--- config.mk ---
export PLATFORM = sky130hd
export DESIGN_NAME = ring_fifo_with_match_count_core
export DESIGN_NICKNAME = d
export VERILOG_FILES = /design/src/hdl/rfmc_pkg.sv /design/src/hdl/rfmc_ram.sv /design/src/hdl/ring_fifo_with_match_count_core.sv
export SDC_FILE = /design/constraint.sdc
export NUM_CORES = 1
export LEC_CHECK = 0
export BUFFER_PORTS_ARGS = -buffer_cell sky130_fd_sc_hd__buf_4
export CORE_ASPECT_RATIO = 1.2
export CORE_MARGIN = 2
export CORE_UTILIZATION = 60
export DETAILED_ROUTE_END_ITERATION = 7
export PLACE_DENSITY = 0.75
export SLEW_MARGIN = 20
export SYNTH_ARGS = -nofsm -noshare
export SYNTH_HDL_FRONTEND = slang
export SYNTH_HIERARCHICAL = 1
export SYNTH_SLANG_ARGS = --single-unit
--- constraint.sdc ---
create_clock -name clk_i -period 16.25 [get_ports clk_i]
set_input_delay 3.25 -clock clk_i [delete_from_list [all_inputs] [get_ports clk_i]]
set_output_delay 3.25 -clock clk_i [all_outputs]
set_load 0.02 [all_outputs]
--- src/hdl/rfmc_pkg.sv ---
package rfmc_pkg;

  localparam int unsigned DataW = 32;
  localparam int unsigned CmdW  = 3;
  localparam int unsigned CntW  = 5;
  localparam int unsigned CfgW  = 3;

  localparam logic [CfgW-1:0] CapLog2Reset = 3'd4;

  typedef enum logic [CmdW-1:0] {
    CMD_PUSH  = 3'd0,
    CMD_POP   = 3'd1,
    CMD_PEEK  = 3'd2,
    CMD_FLUSH = 3'd3,
    CMD_COUNT = 3'd4
  } cmd_e;

  typedef enum logic [1:0] {
    STAT_OK    = 2'd0,
    STAT_FULL  = 2'd1,
    STAT_EMPTY = 2'd2
  } status_e;

  typedef enum logic {
    S_IDLE = 1'b0,
    S_SCAN = 1'b1
  } state_e;

  // result fields that travel down the output pipe
  typedef struct packed {
    status_e         status;
    logic [CntW-1:0] match;
    logic [CntW-1:0] fill;
    logic [CntW-1:0] free;
  } res_t;

endpackage

--- src/hdl/rfmc_ram.sv ---
module rfmc_ram #(
  parameter int unsigned WIDTH = 32,
  parameter int unsigned DEPTH = 16,
  localparam int unsigned AddrW = (DEPTH > 1) ? $clog2(DEPTH) : 1
) (
  input  logic             clk_i,
  input  logic             we_i,
  input  logic [AddrW-1:0] waddr_i,
  input  logic [WIDTH-1:0] wdata_i,
  input  logic             re_i,
  input  logic [AddrW-1:0] raddr_i,
  output logic [WIDTH-1:0] rdata_o
);

  logic [WIDTH-1:0] mem_q [DEPTH];
  logic [WIDTH-1:0] rdata_q;

  always_ff @(posedge clk_i) begin
    if (we_i) begin
      mem_q[waddr_i] <= wdata_i;
    end
    if (re_i) begin
      rdata_q <= mem_q[raddr_i];
    end
  end

  assign rdata_o = rdata_q;

endmodule

--- src/hdl/ring_fifo_with_match_count_core.sv ---
// ring fifo with a match counter, built around one ram with a write port and a read port
//
// input channel (in_valid_i / in_ready_o) carries a command word: cmd_i and
// data_in_i. output channel (out_valid_o / out_ready_i) returns one result
// word per command: status, data_out, match_count, fill_level, free_space.
// cfg_we_i / cfg_wdata_i write capacity_log2; the write also clears both
// pointers, and is meant for an idle block.
//
// push, pop, peek, flush and unknown commands stream one word per cycle
// while the output is not stalled; a result is registered first in the accept
// stage (with the ram read), then in the output register.
// count matches walks the stored entries through the ram read port, one
// entry a cycle; in_ready_o stays low from the time the count is taken
// until the scan has compared every stored entry and loaded its result.
//
// reset clears the pointers and sets capacity_log2 to 4; the ram is not
// cleared, and an entry is only read after it has been pushed.
// when the receiver stalls, the output register holds its word and one more
// result waits in the accept stage; only then does in_ready_o drop.
module ring_fifo_with_match_count_core import rfmc_pkg::*; #(
  parameter int unsigned DEPTH      = 16,
  parameter int unsigned ITEM_WIDTH = 32
) (
  input  logic             clk_i,
  input  logic             rst_ni,
  input  logic             cfg_we_i,
  input  logic [CfgW-1:0]  cfg_wdata_i,
  input  logic             in_valid_i,
  output logic             in_ready_o,
  input  logic [CmdW-1:0]  cmd_i,
  input  logic [DataW-1:0] data_in_i,
  output logic             out_valid_o,
  input  logic             out_ready_i,
  output logic [1:0]       status_o,
  output logic [DataW-1:0] data_out_o,
  output logic [CntW-1:0]  match_count_o,
  output logic [CntW-1:0]  fill_level_o,
  output logic [CntW-1:0]  free_space_o
);

  // largest usable capacity is the largest power of two not above DEPTH
  localparam int unsigned MaxLog2 = $clog2(DEPTH + 1) - 1;
  localparam int unsigned PtrW    = MaxLog2 + 1;
  localparam int unsigned AddrW   = (DEPTH > 1) ? $clog2(DEPTH) : 1;
  localparam int unsigned StoreW  = (ITEM_WIDTH < DataW) ? ITEM_WIDTH : DataW;

  // configuration and pointers
  logic [CfgW-1:0] cap_log2_q;
  logic [PtrW-1:0] rd_ptr_q, rd_ptr_d;
  logic [PtrW-1:0] wr_ptr_q, wr_ptr_d;

  // scan sequencer
  state_e            state_q, state_d;
  logic [PtrW-1:0]   scan_idx_q, scan_idx_d;
  logic              scan_pend_q, scan_pend_d;
  logic [PtrW-1:0]   match_q, match_d;
  logic [StoreW-1:0] key_q, key_d;

  // accept stage and output register
  logic       s1_valid_q, s1_valid_d;
  res_t       s1_res_q, s1_res_d;
  logic       s1_use_rd_q, s1_use_rd_d;
  logic       s1_load, s1_adv;
  logic       out_valid_q;
  res_t       out_res_q;
  logic [DataW-1:0] out_data_q;

  // ram port
  logic              ram_we, ram_re;
  logic [AddrW-1:0]  ram_waddr, ram_raddr;
  logic [StoreW-1:0] ram_wdata, ram_rdata;

  logic [4:0]      cap_sel;
  logic [PtrW-1:0] cap, imask, fill, fill_after;
  logic            accept;

  // capacity saturates at the largest power of two the ram can hold
  assign cap_sel = (5'(cap_log2_q) > 5'(MaxLog2)) ? 5'(MaxLog2) : 5'(cap_log2_q);
  assign cap     = PtrW'(1) << cap_sel;
  assign imask   = cap - PtrW'(1);
  assign fill    = wr_ptr_q - rd_ptr_q;

  // accept stage drains into the output register when that one is free or taken
  assign s1_adv     = s1_valid_q && (!out_valid_q || out_ready_i);
  assign in_ready_o = (state_q == S_IDLE) && (!s1_valid_q || s1_adv);
  assign accept     = in_valid_i && in_ready_o;

  always_comb begin
    state_d     = state_q;
    rd_ptr_d    = rd_ptr_q;
    wr_ptr_d    = wr_ptr_q;
    scan_idx_d  = scan_idx_q;
    scan_pend_d = scan_pend_q;
    match_d     = match_q;
    key_d       = key_q;
    ram_we      = 1'b0;
    ram_waddr   = AddrW'(wr_ptr_q & imask);
    ram_wdata   = data_in_i[StoreW-1:0];
    ram_re      = 1'b0;
    ram_raddr   = AddrW'(rd_ptr_q & imask);
    s1_load     = 1'b0;
    s1_use_rd_d = 1'b0;
    s1_res_d.status = STAT_OK;
    s1_res_d.match  = '0;

    unique case (state_q)
      S_IDLE: begin
        if (accept) begin
          unique case (cmd_i)
            CMD_PUSH: begin
              s1_load = 1'b1;
              if (fill < cap) begin
                ram_we   = 1'b1;
                wr_ptr_d = wr_ptr_q + PtrW'(1);
              end else begin
                s1_res_d.status = STAT_FULL;
              end
            end
            CMD_POP, CMD_PEEK: begin
              s1_load = 1'b1;
              if (fill != '0) begin
                ram_re      = 1'b1;
                s1_use_rd_d = 1'b1;
                if (cmd_i == CMD_POP) begin
                  rd_ptr_d = rd_ptr_q + PtrW'(1);
                end
              end else begin
                s1_res_d.status = STAT_EMPTY;
              end
            end
            CMD_FLUSH: begin
              s1_load  = 1'b1;
              rd_ptr_d = '0;
              wr_ptr_d = '0;
            end
            CMD_COUNT: begin
              state_d     = S_SCAN;
              scan_idx_d  = '0;
              scan_pend_d = 1'b0;
              match_d     = '0;
              key_d       = data_in_i[StoreW-1:0];
            end
            default: begin
              // unknown command: no change, plain success word
              s1_load = 1'b1;
            end
          endcase
        end
      end
      S_SCAN: begin
        // compare the word read last cycle
        if (scan_pend_q && (ram_rdata == key_q)) begin
          match_d = match_q + PtrW'(1);
        end
        if (scan_idx_q != fill) begin
          ram_re      = 1'b1;
          ram_raddr   = AddrW'((rd_ptr_q + scan_idx_q) & imask);
          scan_idx_d  = scan_idx_q + PtrW'(1);
          scan_pend_d = 1'b1;
        end else begin
          scan_pend_d = 1'b0;
          if (!scan_pend_q) begin
            // all compares done, accept stage is empty here
            s1_load        = 1'b1;
            s1_res_d.match = CntW'(match_q);
            state_d        = S_IDLE;
          end
        end
      end
      default: begin
        state_d = S_IDLE;
      end
    endcase

    // capacity write reinitializes the ring
    if (cfg_we_i) begin
      rd_ptr_d = '0;
      wr_ptr_d = '0;
    end

    fill_after    = wr_ptr_d - rd_ptr_d;
    s1_res_d.fill = CntW'(fill_after);
    s1_res_d.free = CntW'(cap - fill_after);
    s1_valid_d    = s1_load || (s1_valid_q && !s1_adv);
  end

  rfmc_ram #(
    .WIDTH (StoreW),
    .DEPTH (DEPTH)
  ) u_ram (
    .clk_i   (clk_i),
    .we_i    (ram_we),
    .waddr_i (ram_waddr),
    .wdata_i (ram_wdata),
    .re_i    (ram_re),
    .raddr_i (ram_raddr),
    .rdata_o (ram_rdata)
  );

  // control state
  always_ff @(posedge clk_i or negedge rst_ni) begin
    if (!rst_ni) begin
      cap_log2_q  <= CapLog2Reset;
      rd_ptr_q    <= '0;
      wr_ptr_q    <= '0;
      state_q     <= S_IDLE;
      scan_pend_q <= 1'b0;
      s1_valid_q  <= 1'b0;
      out_valid_q <= 1'b0;
    end else begin
      if (cfg_we_i) begin
        cap_log2_q <= cfg_wdata_i;
      end
      rd_ptr_q    <= rd_ptr_d;
      wr_ptr_q    <= wr_ptr_d;
      state_q     <= state_d;
      scan_pend_q <= scan_pend_d;
      s1_valid_q  <= s1_valid_d;
      if (s1_adv) begin
        out_valid_q <= 1'b1;
      end else if (out_ready_i) begin
        out_valid_q <= 1'b0;
      end
    end
  end

  // payload registers
  always_ff @(posedge clk_i) begin
    scan_idx_q <= scan_idx_d;
    match_q    <= match_d;
    key_q      <= key_d;
    if (s1_load) begin
      s1_res_q    <= s1_res_d;
      s1_use_rd_q <= s1_use_rd_d;
    end
    if (s1_adv) begin
      out_res_q  <= s1_res_q;
      // ram read data holds until the next read, which waits for this move
      out_data_q <= s1_use_rd_q ? DataW'(ram_rdata) : '0;
    end
  end

  assign out_valid_o   = out_valid_q;
  assign status_o      = out_res_q.status;
  assign data_out_o    = out_data_q;
  assign match_count_o = out_res_q.match;
  assign fill_level_o  = out_res_q.fill;
  assign free_space_o  = out_res_q.free;

endmodule

==> run summary <==
The unique cell type count in the Yosys netlist is 50. The worst setup path is of the in -> out kind. Of the total synthesized cell area, the portion taken by XOR and XNOR cells is 0.01948. Clock-pin slew was measured on the worst setup and hold paths at 60 ps. In this run, synthesis produced a sequential element count of 670.

The startpoint kind of the worst setup timing path is a primary input. The prevailing post-synth register cell is sky130_fd_sc_hd__edfxtp_1. In this run the horizontal extent of the chip is roughly 190 um. The number of placed I/O pins is 94. No sink is reached through more buffers than the 3 on the longest clock path. The number of global-route vias before repair came to between 10k and 15k. Setup repair after global routing left no endpoint under its margin. The total power is between 4000 and 5000 uW. The switching share of total power is 0.2700. The critical register-to-register path startpoint is rd_ptr_q[0]$_DFF_PN0_. The flow ran to the end, but the final reports show violations.

Measured on the finished design, the core utilization comes to 0.6934. At the worst endpoint, the required time is ~13000 ps. Measured against its own limit, the worst slew margin works out to 0.1957. The post-DP HPWL came out at about 30000 um. Clock tree synthesis selected as its root buffer the cell sky130_fd_sc_hd__clkbuf_16. The min-delay analysis places its worst path in the category reg -> reg.

From bottom edge to top edge, the die measures 232.4 um. For this configuration, the core starts out at a cell density of 0.6081. The cell-internal power is ~3400 uW.

In this run the worst path has a maximum fanout of 3. The filler cell count in the final layout is 2580. After clock tree synthesis, the repair step resized 0 gates. The portion of total power attributed to sequential cells is 0.454. Between clock sinks in the finished design, the worst skew comes to about 12 ps.

The total of hold buffers inserted after clock tree synthesis came out at 0. The post-synthesis area per instance is 20.28 um^2. The power density normalized to cell area came out at around 160 mW/mm^2. The largest area contributor in the synthesized netlist is sky130_fd_sc_hd__edfxtp_1.

For this run, the detailed router's first-pass iteration total came to 8. The number of nets in the synthesized netlist came out at 1356. The fraction of the mapped netlist area in simple logic gates is 0.04251. The worst path arrival time is about 3900 ps.

The gate count of the mapped netlist is approximately 1.3k. The initial antenna violation count is 3. For the pin with the worst max-slew slack, the measured transition is 1204 ps. In the synthesized netlist, the cells that appear most often are 653 x sky130_fd_sc_hd__edfxtp_1, 128 x sky130_fd_sc_hd__mux4_2, 65 x sky130_fd_sc_hd__a22oi_1. Of all flip-flops after synthesis, the portion carrying an async set or reset was 0.02537.

After layout, the minimum clock period comes to 7177 ps. The critical path starts at out_ready_i. The number of pins exceeding their max-slew limit in the final report was 0.

The clock latency on the worst-skew pair came out at approximately 620 ps. The power spent charging and discharging nets came out at about 1300 uW. The number of max-capacitance violations reported came out at 0. The share of synthesized area occupied by flip-flops and latches is 0.7682. For this design, the sink count on the clock tree is 670. The worst hold path begins at s1_res_q[11]$_SDFFCE_PP0P_. In the global route stage, overall resource usage came out at 0.2533.

In the final layout, the share of cells above drive strength 1 is 0.2596. After synthesis, the largest family of logic cells by area is multiplexers. In this run the cell area of the synthesized design comes to between 0.02 and 0.03 mm^2.

The number of rows created at floorplan came out at 83. The number of nets with antenna violations after routing is 0. The analysis attributes to cell leakage a power of approximately 0.0098 uW. The adder-cell share of the synthesized area came out at 0.01410. The endpoint kind of the worst setup timing path is an output pin. The total overflow reported by the global router came out at 0. The clock share of power came out at 0.319.

The core footprint is between 0.04 and 0.05 mm^2. The final RePlAce weighted congestion is a little under 0.9. The count of endpoints failing setup in the final report is 0. The final number of hold-violating endpoints is 0. The H-tree depth is 2. The maximum resistive drop on vdd is ~0.12 mV. The floorplan die area came out at approximately 0.045 mm^2. The global-route wire length before repair is approximately 83000 um.

Measured against the total synthesized area, the mux share comes to 0.1142. The accumulated negative setup slack is 0 ps. After detailed routing, the average wire length per cell comes to ~28 um. The number of nets in the layout is 1483. The pin count of the biggest net entering global routing is between 100 and 150. Across all layers, the routed design uses roughly 13k vias. The fraction of the cycle the final worst path needs came out at 0.4417. TritonCTS built the clock tree. The violation count after the first detailed-routing iteration came out at roughly 1.2k. By area the synthesized netlist is led by sky130_fd_sc_hd__edfxtp_1 75%, sky130_fd_sc_hd__mux4_2 11%, sky130_fd_sc_hd__a22oi_1 1.9%. The compound-cell area share of the yosys netlist came to 0.02802.

Timing would allow up to 139.3 MHz. For this block, the routed nets add up to about 56000 um of wire. For this run, the number of Yosys warnings is 6. The area growth from synthesis to layout is 14.03%. The number of setup buffers added after CTS is 0. In the post-synthesis netlist, the cell with the most instances is sky130_fd_sc_hd__edfxtp_1. Yosys mapped a number of flops with a built-in enable equal to between 600 and 700.

The share of total power dissipated in combinational logic is 0.227. The portion of synthesized cell area occupied by the leading cell type came out at 0.7519. The checks that failed: design-rule violations.

The worst hold slack is ~420 ps. The number of input and output port buffers inserted is 93. TritonCTS created slightly below 60 clock buffers.

The residual DRC count came out at 9. Dividing the detail-routed via count by the number of cells gives about 6.4.
## power groups by stage
stage / logic [uW] / registers, uW / clock network [uW]
after floorplan: 714 / 2170 / 0
after global placement: 1040 / 2150 / 0
after detailed placement: 1050 / 2150 / 0
after CTS: 1060 / 2120 / 1510
after global routing: 1130 / 2120 / 1570
final: 1060 / 2120 / 1490
## through the flow
stage,cell area [um^2],instances,setup slack (ps)
global route,29740,2017,9008
global placement,27600,1902,9154
finish,29740,2017,9073
detailed placement,27630,1903,9080
floorplan,26080,1286,8625
CTS,29710,2015,9073
## placed cells by master, fill, tap and decap left out, types with 12 or more instances in the layout
master | synthesis | layout
sky130_fd_sc_hd__clkinv_1 | 0 | 12
sky130_fd_sc_hd__a21oi_1 | 18 | 17
sky130_fd_sc_hd__nand2_1 | 49 | 49
sky130_fd_sc_hd__nand3_1 | 13 | 13
sky130_fd_sc_hd__ha_1 | 23 | 23
sky130_fd_sc_hd__clkbuf_16 | 0 | 61
sky130_fd_sc_hd__xnor2_1 | 22 | 22
sky130_fd_sc_hd__and2_1 | 39 | 37
sky130_fd_sc_hd__buf_4 | 9 | 115
sky130_fd_sc_hd__edfxtp_1 | 653 | 653
sky130_fd_sc_hd__nor2_1 | 41 | 27
sky130_fd_sc_hd__dfrtp_1 | 16 | 16
sky130_fd_sc_hd__a22oi_1 | 65 | 65
sky130_fd_sc_hd__nor2_4 | 0 | 14
sky130_fd_sc_hd__inv_1 | 29 | 29
sky130_fd_sc_hd__bufinv_16 | 0 | 12
sky130_fd_sc_hd__xor2_1 | 36 | 36
sky130_fd_sc_hd__mux4_2 | 128 | 128
## critical path, stage by stage
cell and delay [ps]:
sky130_fd_sc_hd__buf_4 110, sky130_fd_sc_hd__nand2b_1 170, sky130_fd_sc_hd__nor2_1 160, sky130_fd_sc_hd__nor2_1 70, sky130_fd_sc_hd__buf_4 170
## state kept, by name, summed over array words and instances, names as in the netlist, 17 cells and up
| register | count |
|---|---|
| key_q | 32 |
| s1_res_q | 17 |
| u_ram/mem_q | 512 |
| data_out_o | 32 |
| u_ram/rdata_o | 32 |
## logic make-up (layout without fill, tap and decap cells)
logic type	count (synthesis)	in the layout
XOR/XNOR	58	58
adder cells (fa/ha/maj)	27	27
multiplexers	136	136
AND/OR/NAND/NOR	210	210
buffers and inverters	82	260
flip-flops	670	670
other	0	1
AO/OA/AOI/OAI	103	103
## layer usage
metal | global-route usage | vias up | wire length [um]
met5 | 0 | - | 23
li1 | - | 5453 | -
met3 | 0.04073 | 115 | 4115
met1 | 0.3277 | 6745 | 20770
met2 | 0.4382 | 548 | 28860
met4 | 0.09808 | 4 | 1814
## layout make-up
type,instances,area (um^2),share of cell area
diodes,1,2.502,0.00008414
clock buffers,71,1564,0.05259
clock inverters,41,521.8,0.01754
inverters,29,108.9,0.003660
multi-input cells,534,5866,0.1972
flip-flops and latches,670,20040,0.6737
well taps,552,690.7,0.02322
repair buffers,119,950.9,0.03197
## path summary, 6_finish.rpt
| kind | to | slack [ps] | depth (start not counted) |
|---|---|---|---|
| max reg2reg | s1_res_q[4]$_DFFE_PP_ | 10280 | 22 |
| min | match_count_o[1]$_DFFE_PP_ | 420 | 0 |
| min in group asynchronous | rd_ptr_q[4]$_DFF_PN0_ | 2500 | 1 |
| min reg2reg | match_count_o[1]$_DFFE_PP_ | 420 | 0 |
| max | in_ready_o | 9070 | 5 |
| max in group asynchronous | cap_log2_q[2]$_DFFE_PN1P_ | 13480 | 1 |
Note: power is estimated with default switching activity, not from simulation.
